### config.mk
export PLATFORM = sky130hd
export DESIGN_NAME = median_distance_speed_limiter
export DESIGN_NICKNAME = d
export VERILOG_FILES = /design/src/rtl/mdsl_pkg.sv /design/src/rtl/mdsl_cell.sv /design/src/rtl/mdsl_speed.sv /design/src/rtl/median_distance_speed_limiter.sv
export SDC_FILE = /design/constraint.sdc
export NUM_CORES = 1
export LEC_CHECK = 0
export ABC_AREA = 1
export BUFFER_PORTS_ARGS = -buffer_cell sky130_fd_sc_hd__buf_2
export CORE_MARGIN = 3
export CORE_UTILIZATION = 34
export DETAILED_ROUTE_END_ITERATION = 8
export PLACE_DENSITY = 0.66
export SLEW_MARGIN = 20
export SYNTH_ARGS = -nofsm -noshare
export SYNTH_HDL_FRONTEND = slang
export SYNTH_SLANG_ARGS = --single-unit
export TNS_END_PERCENT = 30
### constraint.sdc
create_clock -name clk -period 3.95 [get_ports clk]
set_input_delay 0.79 -clock clk [delete_from_list [all_inputs] [get_ports clk]]
set_output_delay 0.79 -clock clk [all_outputs]
set_load 0.05 [all_outputs]
### src/rtl/mdsl_pkg.sv
`timescale 1ns / 1ps
// ---------------------------------------------------------------------------
// mdsl_pkg
// shared widths, register map and link types of the median speed limiter
// ---------------------------------------------------------------------------
package mdsl_pkg;

	localparam int WINDOW  = 7;
	localparam int MID     = WINDOW / 2;
	localparam int DIST_W  = 8;
	localparam int SPEED_W = 7;
	localparam int VEL_W   = 8;
	localparam int ADDR_W  = 4;

	localparam logic [1:0] REG_MAX_SPEED     = 2'd0;
	localparam logic [1:0] REG_SLOW_MARGIN   = 2'd1;
	localparam logic [1:0] REG_NORMAL_MARGIN = 2'd2;

	localparam logic [SPEED_W-1:0] MAX_SPEED_RST     = 7'd60;
	localparam logic [DIST_W-1:0]  SLOW_MARGIN_RST   = 8'd20;
	localparam logic [DIST_W-1:0]  NORMAL_MARGIN_RST = 8'd40;

	// what one cell hands to the next one down the row
	typedef struct packed {
		logic              keep;
		logic              valid;
		logic [DIST_W-1:0] value;
	} link_t;

	typedef struct packed {
		logic reverse;
		logic slow_mode;
		logic hold;
		logic avoid_enable;
	} mode_t;

	typedef struct packed {
		logic [SPEED_W-1:0] max_speed;
		logic [DIST_W-1:0]  slow_margin;
		logic [DIST_W-1:0]  normal_margin;
	} cfg_t;

endpackage

### src/rtl/mdsl_cell.sv
`timescale 1ns / 1ps
// ---------------------------------------------------------------------------
// mdsl_cell
// one slot of the sorted insertion row, kept in descending order
// ---------------------------------------------------------------------------
module mdsl_cell (
	input  logic                        clk,
	input  logic                        arst_n,
	input  logic                        insert,
	input  logic                        clear,
	input  logic [mdsl_pkg::DIST_W-1:0] sample,
	input  mdsl_pkg::link_t             prev,
	output mdsl_pkg::link_t             link,
	output logic [mdsl_pkg::DIST_W-1:0] next_value
);

	logic                        valid_q;
	logic [mdsl_pkg::DIST_W-1:0] value_q;
	logic                        keep;
	logic                        next_valid;

	assign keep = valid_q && (value_q >= sample);

	always_comb begin
		if (keep) begin
			next_value = value_q;
			next_valid = 1'b1;
		end else if (prev.keep) begin
			next_value = sample;
			next_valid = 1'b1;
		end else begin
			next_value = prev.value;
			next_valid = prev.valid;
		end
	end

	always_ff @(posedge clk or negedge arst_n) begin
		if (!arst_n) begin
			valid_q <= 1'b0;
		end else if (insert) begin
			valid_q <= next_valid && !clear;
		end
	end

	always_ff @(posedge clk) begin
		if (insert) begin
			value_q <= next_value;
		end
	end

	assign link.keep  = keep;
	assign link.valid = valid_q;
	assign link.value = value_q;

endmodule

### src/rtl/mdsl_speed.sv
`timescale 1ns / 1ps
// ---------------------------------------------------------------------------
// mdsl_speed
// velocity stage and output register of the median speed limiter
// ---------------------------------------------------------------------------
module mdsl_speed (
	input  logic                        clk,
	input  logic                        arst_n,
	input  logic                        start,
	input  logic [mdsl_pkg::DIST_W-1:0] median,
	input  mdsl_pkg::mode_t             mode,
	input  mdsl_pkg::cfg_t              cfg,
	output logic                        busy,
	output logic                        m_tvalid,
	input  logic                        m_tready,
	output logic [15:0]                 m_tdata
);

	logic                         s1_valid_q;
	logic [mdsl_pkg::DIST_W-1:0]  median_s1;
	mdsl_pkg::mode_t              mode_s1;
	logic                         out_valid_q;
	logic [mdsl_pkg::VEL_W-1:0]   velocity_q;
	logic [mdsl_pkg::DIST_W-1:0]  median_q;
	logic                         move;
	logic [mdsl_pkg::DIST_W-1:0]  margin;
	logic [mdsl_pkg::DIST_W-1:0]  diff;
	logic [mdsl_pkg::SPEED_W-1:0] clamped;
	logic [mdsl_pkg::SPEED_W-1:0] mag;
	logic [mdsl_pkg::SPEED_W-1:0] mag_h;
	logic [mdsl_pkg::VEL_W-1:0]   velocity;

	assign move = s1_valid_q && (!out_valid_q || m_tready);

	always_comb begin
		margin  = mode_s1.slow_mode ? cfg.slow_margin : cfg.normal_margin;
		diff    = (median_s1 > margin) ? median_s1 - margin : '0;
		clamped = (diff > {1'b0, cfg.max_speed}) ? cfg.max_speed
			: diff[mdsl_pkg::SPEED_W-1:0];
		mag     = (mode_s1.reverse && mode_s1.avoid_enable) ? clamped : cfg.max_speed;
		mag_h   = mode_s1.slow_mode ? (mag >> 1) : mag;
		if (mode_s1.hold) begin
			velocity = '0;
		end else if (mode_s1.reverse) begin
			velocity = -{1'b0, mag_h};
		end else begin
			velocity = {1'b0, mag_h};
		end
	end

	always_ff @(posedge clk or negedge arst_n) begin
		if (!arst_n) begin
			s1_valid_q  <= 1'b0;
			out_valid_q <= 1'b0;
		end else begin
			if (start) begin
				s1_valid_q <= 1'b1;
			end else if (move) begin
				s1_valid_q <= 1'b0;
			end
			if (move) begin
				out_valid_q <= 1'b1;
			end else if (m_tready) begin
				out_valid_q <= 1'b0;
			end
		end
	end

	always_ff @(posedge clk) begin
		if (start) begin
			median_s1 <= median;
			mode_s1   <= mode;
		end
		if (move) begin
			velocity_q <= velocity;
			median_q   <= median_s1;
		end
	end

	assign busy     = s1_valid_q;
	assign m_tvalid = out_valid_q;
	assign m_tdata  = {median_q, velocity_q};

endmodule

### src/rtl/median_distance_speed_limiter.sv
`timescale 1ns / 1ps
// ---------------------------------------------------------------------------
// median_distance_speed_limiter
// median of seven distance samples and reverse speed clamp
// ---------------------------------------------------------------------------
// channel   direction  contents
// s_*       in         one distance sample with its mode flags
// m_*       out        velocity and median, one item per group of seven
// apb       in/out     max_speed 0x0, slow_margin 0x4, normal_margin 0x8
//
// a sample is taken every cycle unless the velocity stage is busy; a sorted row
// of seven cells inserts it at once; after the seventh sample of a group the
// input stalls while the velocity stage holds that group; m_tvalid rises once the
// group has moved from the velocity stage into the output register
// a stalled output holds the velocity stage, which then holds the input
// reset empties the row and loads the register defaults
// ---------------------------------------------------------------------------
module median_distance_speed_limiter (
	input  logic                          clk,
	input  logic                          arst_n,
	input  logic                          s_tvalid,
	output logic                          s_tready,
	input  logic [15:0]                   s_tdata,  // distance, reverse, slow_mode, hold, avoid_enable
	output logic                          m_tvalid,
	input  logic                          m_tready,
	output logic [15:0]                   m_tdata,  // velocity, median_distance
	input  logic                          psel,
	input  logic                          penable,
	input  logic                          pwrite,
	input  logic [mdsl_pkg::ADDR_W-1:0]   paddr,
	input  logic [31:0]                   pwdata,
	output logic [31:0]                   prdata,
	output logic                          pready
);

	localparam int W = mdsl_pkg::WINDOW;

	mdsl_pkg::cfg_t              cfg_q;
	mdsl_pkg::mode_t             mode;
	mdsl_pkg::link_t             links [W+1];
	logic [mdsl_pkg::DIST_W-1:0] next_vals [W];
	logic [W-1:0]                valids;
	logic [mdsl_pkg::DIST_W-1:0] sample;
	logic                        accept;
	logic                        last;
	logic                        busy;
	logic                        wr_en;

	assign pready = 1'b1;
	assign wr_en  = psel && penable && pwrite && pready;

	always_ff @(posedge clk or negedge arst_n) begin
		if (!arst_n) begin
			cfg_q.max_speed     <= mdsl_pkg::MAX_SPEED_RST;
			cfg_q.slow_margin   <= mdsl_pkg::SLOW_MARGIN_RST;
			cfg_q.normal_margin <= mdsl_pkg::NORMAL_MARGIN_RST;
		end else if (wr_en) begin
			unique case (paddr[3:2])
				mdsl_pkg::REG_MAX_SPEED:     cfg_q.max_speed     <= pwdata[6:0];
				mdsl_pkg::REG_SLOW_MARGIN:   cfg_q.slow_margin   <= pwdata[7:0];
				mdsl_pkg::REG_NORMAL_MARGIN: cfg_q.normal_margin <= pwdata[7:0];
				default: ;
			endcase
		end
	end

	always_comb begin
		unique case (paddr[3:2])
			mdsl_pkg::REG_MAX_SPEED:     prdata = {25'd0, cfg_q.max_speed};
			mdsl_pkg::REG_SLOW_MARGIN:   prdata = {24'd0, cfg_q.slow_margin};
			mdsl_pkg::REG_NORMAL_MARGIN: prdata = {24'd0, cfg_q.normal_margin};
			default:                     prdata = '0;
		endcase
	end

	assign sample            = s_tdata[7:0];
	assign mode.reverse      = s_tdata[8];
	assign mode.slow_mode    = s_tdata[9];
	assign mode.hold         = s_tdata[10];
	assign mode.avoid_enable = s_tdata[11];

	assign s_tready = !busy;
	assign accept   = s_tvalid && s_tready;
	// the group is complete when this sample fills the last empty cell
	assign last     = valids[W-2];

	// head of the row always lets a new sample in
	assign links[0].keep  = 1'b1;
	assign links[0].valid = 1'b0;
	assign links[0].value = '0;

	for (genvar i = 0; i < W; i++) begin : g_cell
		mdsl_cell u_cell (
			.clk        (clk),
			.arst_n     (arst_n),
			.insert     (accept),
			.clear      (last),
			.sample     (sample),
			.prev       (links[i]),
			.link       (links[i+1]),
			.next_value (next_vals[i])
		);
		assign valids[i] = links[i+1].valid;
	end

	mdsl_speed u_speed (
		.clk      (clk),
		.arst_n   (arst_n),
		.start    (accept && last),
		.median   (next_vals[mdsl_pkg::MID]),
		.mode     (mode),
		.cfg      (cfg_q),
		.busy     (busy),
		.m_tvalid (m_tvalid),
		.m_tready (m_tready),
		.m_tdata  (m_tdata)
	);

	// cells fill from the head, so the valid bits form a thermometer
	a_thermo: assert property (@(posedge clk) disable iff (!arst_n)
		((valids >> 1) & ~valids) == '0)
		else $error("cell row has a gap");

	a_clear: assert property (@(posedge clk) disable iff (!arst_n)
		accept && last |=> valids == '0)
		else $error("row not emptied after a full group");

	a_load: assert property (@(posedge clk) disable iff (!arst_n)
		accept && last |=> busy && !s_tready)
		else $error("velocity stage not loaded after a full group");

	a_idle: assert property (@(posedge clk) disable iff (!arst_n)
		accept && !last |=> valids != '0)
		else $error("sample lost in cell row");

endmodule

== After elaboration in Yosys (flattened, before gate mapping) ==
Index checks and enable logic that the tools add are counted.

* Input bits: 59
* Output and inout bits: 51
* Register bits: 107
* Logic and storage cells: 103

* Bitwise logic cells: 6
* Multiplexer cells: 27
* Magnitude comparators: 8
* Eq/ne operators: 2
* Reduce and logical (&&, ||, !) cells: 33
* $add $sub $neg: 2

{| class="wikitable"
|+ Operator list
! operator !! number
|-
| two-way mux 8 bit || 8
|-
| >= comparator 8 bit || 6
|-
| two-way mux 7 bit || 4
|-
| case mux 8 bit (3 select lines) || 1
|-
| logical AND 1 bit || 17
|-
| AND reduction 2 bit || 8
|-
| two-way mux 1 bit || 14
|-
| greater-than comparator 8 x 7 -> 1 bit || 1
|-
| greater-than comparator 8 bit || 1
|-
| negator 7 -> 8 bit || 1
|-
| subtractor 8 bit || 1
|-
| NOT 1 bit || 6
|-
| nonzero test 2 bit || 2
|-
| zero test 1 bit || 3
|-
| == test 2 x 1 -> 1 bit (second input constant) || 1
|-
| == test 2 bit (second input constant) || 1
|-
| zero test 2 bit || 1
|-
| OR reduction 2 bit || 1
|-
| logical OR 1 bit || 1
|}

== Longest topological paths before layout ==
* Word-level depth: 9
* Mapped depth: 33
* Gate-level depth less buffers: 32

== Cells and area by module ==
Synthesis repeated with hierarchy kept, for this count alone.

* Cell total of the unflattened synthesis: 981
* Area, all modules: 7662.3 sq um

{| class="wikitable"
|+ Modules (own cells, without submodules)
! module !! sequential area each (sq um) !! area an instance (sq um) !! cells each !! times used
|-
| mdsl_cell || 265.3 || 718.2 || 96 || 6
|-
| mdsl_speed || 890.9 || 2031.9 || 233 || 1
|-
| median_distance_speed_limiter || 585.6 || 1321.3 || 172 || 1
|}

== Least setup slack after synthesis ==
OpenSTA, ideal clock, no wires.

* Kind: register to register
* From: reg u_speed.mode_s1[2] (netlist bit)
* To: reg u_speed.velocity_q[6] (netlist bit) (data pin)
* Setup time: 253 ps
* Arrival: 3780 ps
* Data required time: 3697 ps
* Path slack: -83 ps
* Period minus slack after synthesis: 4033 ps
* Stages on the path, launching flop included: 33
* Buffers on the path: 2
* Cell sequence: edfxtp_1 -> buf_2 -> buf_1 -> nand2_1 -> nand2_1 -> ha_1 -> fa_1 -> inv_1 -> nand3_1 -> nand2_1 -> nand2_1 -> nand2_2 -> and2_4 -> inv_1 -> a21oi_1 -> o21ai_0 -> inv_1 -> ha_1 -> a21oi_1 -> nor2_1 -> nor2_2 -> nand2_2 -> nand2_4 -> nand2_4 -> nand2_1 -> nand3_1 -> nand2_2 -> ha_1 -> nand3_2 -> nand2_1 -> nand2_1 -> nor2_1 -> nor2_1

* Word-level cells in the longest chain between the ends: 9
* Elaborated cells between the ends (all ways): 10
* Those cells by class: add/sub: 2; order compare: 2; mux: 6

{| class="wikitable"
|+ RTL lines
! item !! RTL line !! source
|-
| start: declaration || mdsl_speed.sv:21 || <nowiki>mdsl_pkg::mode_t mode_s1;</nowiki>
|-
| start signal: assignment || mdsl_speed.sv:72 || <nowiki>mode_s1 <= mode;</nowiki>
|-
| two-way mux 8 bit || mdsl_speed.sv:36 || <nowiki>margin = mode_s1.slow_mode ? cfg.slow_margin : cfg.normal_margin;</nowiki>
|-
| subtractor 8 bit or greater-than comparator 8 bit (tied branches) || mdsl_speed.sv:37 || <nowiki>diff = (median_s1 > margin) ? median_s1 - margin : '0;</nowiki>
|-
| two-way mux 8 bit || mdsl_speed.sv:37 ||
|-
| greater-than comparator 8 x 7 -> 1 bit || mdsl_speed.sv:38 || <nowiki>clamped = (diff > {1'b0, cfg.max_speed}) ? cfg.max_speed</nowiki>
|-
| two-way mux 7 bit || mdsl_speed.sv:38 ||
|-
| two-way mux 7 bit || mdsl_speed.sv:40 || <nowiki>mag = (mode_s1.reverse && mode_s1.avoid_enable) ? clamped : cfg.max_speed;</nowiki>
|-
| two-way mux 7 bit * || mdsl_speed.sv:41 || <nowiki>mag_h = mode_s1.slow_mode ? (mag >> 1) : mag;</nowiki>
|-
| negator 7 -> 8 bit || mdsl_speed.sv:45 || <nowiki>velocity = -{1'b0, mag_h};</nowiki>
|-
| two-way mux 7 bit * || mdsl_speed.sv:44 || <nowiki>end else if (mode_s1.reverse) begin</nowiki>
|-
| end signal: assignment || mdsl_speed.sv:75 || <nowiki>velocity_q <= velocity;</nowiki>
|-
| end: declaration || mdsl_speed.sv:23 || <nowiki>logic [mdsl_pkg::VEL_W-1:0] velocity_q;</nowiki>
|}

Mark *: on every way between the ends. The rest lies on a longest branch, timed or not.
A chain may end at the register's enable or synchronous reset.

== Worst setup path after layout ==
* From: reg u_speed.mode_s1[2] (netlist bit)
* To: reg u_speed.velocity_q[2] (netlist bit) (data pin)

Same word-level chain as after synthesis.

==> flow_summary.yaml <==
die:
  std_cell_rows: 47
  die-area_mm2: 0.0191
  coreArea_mm2: 0.0169
  die-width_um: 138
  ioPinCount: 110
  start_util_pct: 35.3
  die_h_um: 138
setup_path:
  reg2reg_from: "u_speed.mode_s1[2]"
  path_max_fanout: 7
  end_kind: "flip-flop"
  path_class: "flip-flop to flip-flop"
  r2r_slack_ps: -90
  crit_required_ps: 4060
  arrival_ps: 4150
  r2r-end: "u_speed.velocity_q[2]"
  worstRegToRegCells: 27
  start_kind: "flip-flop"
yosys:
  synth.distinct_cells: 39
  synth_seq_cells: 99
  yosysMostFrequentCell: "nand2_1"
  yosysSeqAreaShare_pct: 47.5
  synth_top_area_share_pct: 34.3
  synth_area_leader_cell: "edfxtp_1"
  synth_area_per_cell_um2: 9.08
  synth-main-ff-cell: "edfxtp_1"
  netlist_instances: 656
  yosysWarnings: 0
  yosys-top-cells-area: "edfxtp_1 34%, ha_1 12%, nand2_1 9.7%"
  synthArstFlopShare_pct: 31.3
  synth-edff-count: 68
  synth_area_mm2: 0.00596
  ys_top_cells_by_count: "154 x nand2_1, 78 x inv_1, 72 x o21ai_0"
cts:
  cts_tree: "built"
  cts_max_level: 3
  clk_latency_ps: 350
  cts_root_buf: "clkbuf_16"
  clockBufferDepth: 2
  clock_sinks: 99
  cts_buffers: 9
  cts.clk_slew.worst_paths_ps: 70
sta:
  timing.final.crit_share_pct: 102
  fmax_ghz: 0.247
  fin_ws_ps: -93.2
  fin_crit_ps: 4040
  tightest_slew_ps: 1040
  slew_headroom_pct: 30.4
  setup_viol: 7
  final_hold_viol_count: 0
  clock-skew-final_ps: 10.9
  fin_hold_ws_ps: 451
  rsz0062_at_grt: "yes"
  maxSlewViolCount: 0
  setup_tns_ps: -408
placed_design:
  place_ws_ps: -150
  dp_hpwl_um: 9670
  gp_congestion: 0.886
  place_inst: 960
  postPlaceCellArea_mm2: 0.00669
  portBuffers: 54
detailed_routing:
  drt_iter0_drc: 268
  viasPerCell: 4.65
  remaining_drc_errors: 0
  routedWlPerCell_um: 12.7
  ant_nets: 0
  routed_wl_um: 12800
  firstDrtPassIters: 4
  via_count: 4667
grt:
  first_global_vias: 4374
  antenna_found_initial: 0
  grt_max_degree: 32
  grt_first_pass_wirelength_um: 20700
  grt_overflow: 0
  grt_usage_pct: 13.3
outcome:
  violations: "negative setup slack"
  run_status: "finished with violations"
worst_hold_path:
  holdPathStages: 0
  min_from: "u_speed.median_s1[0]"
  hold_end: "u_speed.median_q[0]"
  min_path_type: "flip-flop to flip-flop"
flow_run:
  cap_viol_max_count: 0
final_layout:
  stdcell_area_mm2: 0.00740
  regArea_mm2: 0.00283
  fill_cells: 1627
  diodes: 0
  nNetsFinal: 895
  area_growth_pct: 24.3
  final_cells: 1004
  drive_gt1_share_pct: 26.4
  final_core_util_pct: 43.9
  multi_input_area_mm2: 0.00289
power:
  p_leak_nw: 3.51
  pwr_density_cell_mw_per_mm2: 665
  total_power_mw: 4.92
  max-vdd-ir-drop_mv: 0.420
[state kept, by name (all words and copies together), names as in the netlist]
register	cells
g_cell.u_cell.value_q	40
cfg_q	23
u_speed.median_q	8
u_speed.median_s1	8
u_speed.velocity_q	8
g_cell.u_cell.valid_q	6
u_speed.mode_s1	4
u_speed.busy	1
u_speed.m_tvalid	1
[layout by cell type, fill, tap and decap left out, drive strengths merged, types with 13 or more instances in the layout]
cell	instances
o21ai	73
nand3	25
nand2	168
dfrtp	23
buf	126
inv	82
a21oi	19
nor2	38
o21a	13
ha	56
conb	25
edfxtp	68
[per-layer routing]
layer	track usage, %	wire [µm]	up-vias
met5	0	0	-
met4	5.46	314	0
met3	2.66	593	30
met2	21.4	6000	97
met1	17.5	5870	2125
li1	-	-	2415
[logic make-up (layout without fill, tap and decap cells)]
| group | count (synthesis) | in the layout | synth area share [%] |
|---|---|---|---|
| XOR/XNOR | 3 | 3 | 0.441 |
| adder cells (fa/ha/maj) | 57 | 57 | 12.1 |
| AO/OA/AOI/OAI | 136 | 136 | 13.2 |
| AND/OR/NAND/NOR | 242 | 242 | 17.7 |
| other | 2 | 25 | 0.126 |
| buffers and inverters | 117 | 222 | 8.99 |
| flip-flops | 99 | 99 | 47.5 |
[timing repair]
item                                    in CTS  in global routing
endpoints found under the setup margin       7                  8
buffers inserted                            21                  6
gates resized for setup                     12                 44
gates cloned                                 1                  0
pin swaps                                    2                 21
hold buffers                                 0                  0
[worst max-delay path, cell delays in order (launching register included)]
cell and delay (ps):
edfxtp_1 560, inv_1 100, buf_4 140, buf_4 120, buf_4 120, buf_4 120, buf_4 120, buf_4 120
buf_4 130, buf_4 120, buf_4 120, buf_4 120, buf_4 120, buf_4 120, buf_4 120, buf_4 120
buf_4 120, buf_4 120, buf_4 120, buf_4 120, buf_4 120, buf_4 150, nand3_2 100, nand2_4 70
ha_4 160, buf_4 130, nor3_1 160, nor2_1 60
[how the worst max path moves through the flow]
stage | from | endpoint | slack, ps | depth (start not counted)
after floorplan | u_speed.mode_s1[2] | u_speed.velocity_q[6] | 20 | 32
after global placement | u_speed.mode_s1[2] | u_speed.velocity_q[6] | -60 | 24
after detailed placement | u_speed.mode_s1[2] | u_speed.velocity_q[5] | -150 | 24
after CTS | u_speed.mode_s1[2] | u_speed.velocity_q[6] | -9 | 31
after global routing | u_speed.mode_s1[2] | u_speed.velocity_q[5] | -330 | 31
final | u_speed.mode_s1[2] | u_speed.velocity_q[2] | -90 | 27
[report_power, final]
group | switching (mW) | internal, mW | leakage, nW
registers | 0.175 | 1.52 | 1.02
logic | 1.40 | 0.972 | 2.35
clock network | 0.415 | 0.439 | 0.137
total | 1.99 | 2.93 | 3.51
[final cells by class]
cell class / count / share of cell area [%]
Multi-Input combinational cell: 463 / 39.0
Sequential cell: 99 / 38.2
Timing Repair Buffer: 126 / 11.2
Inverter: 80 / 4.09
Tap cell: 220 / 3.72
Clock buffer: 9 / 3.04
Clock inverter: 7 / 0.811
Power figures use the tool's default switching activity.
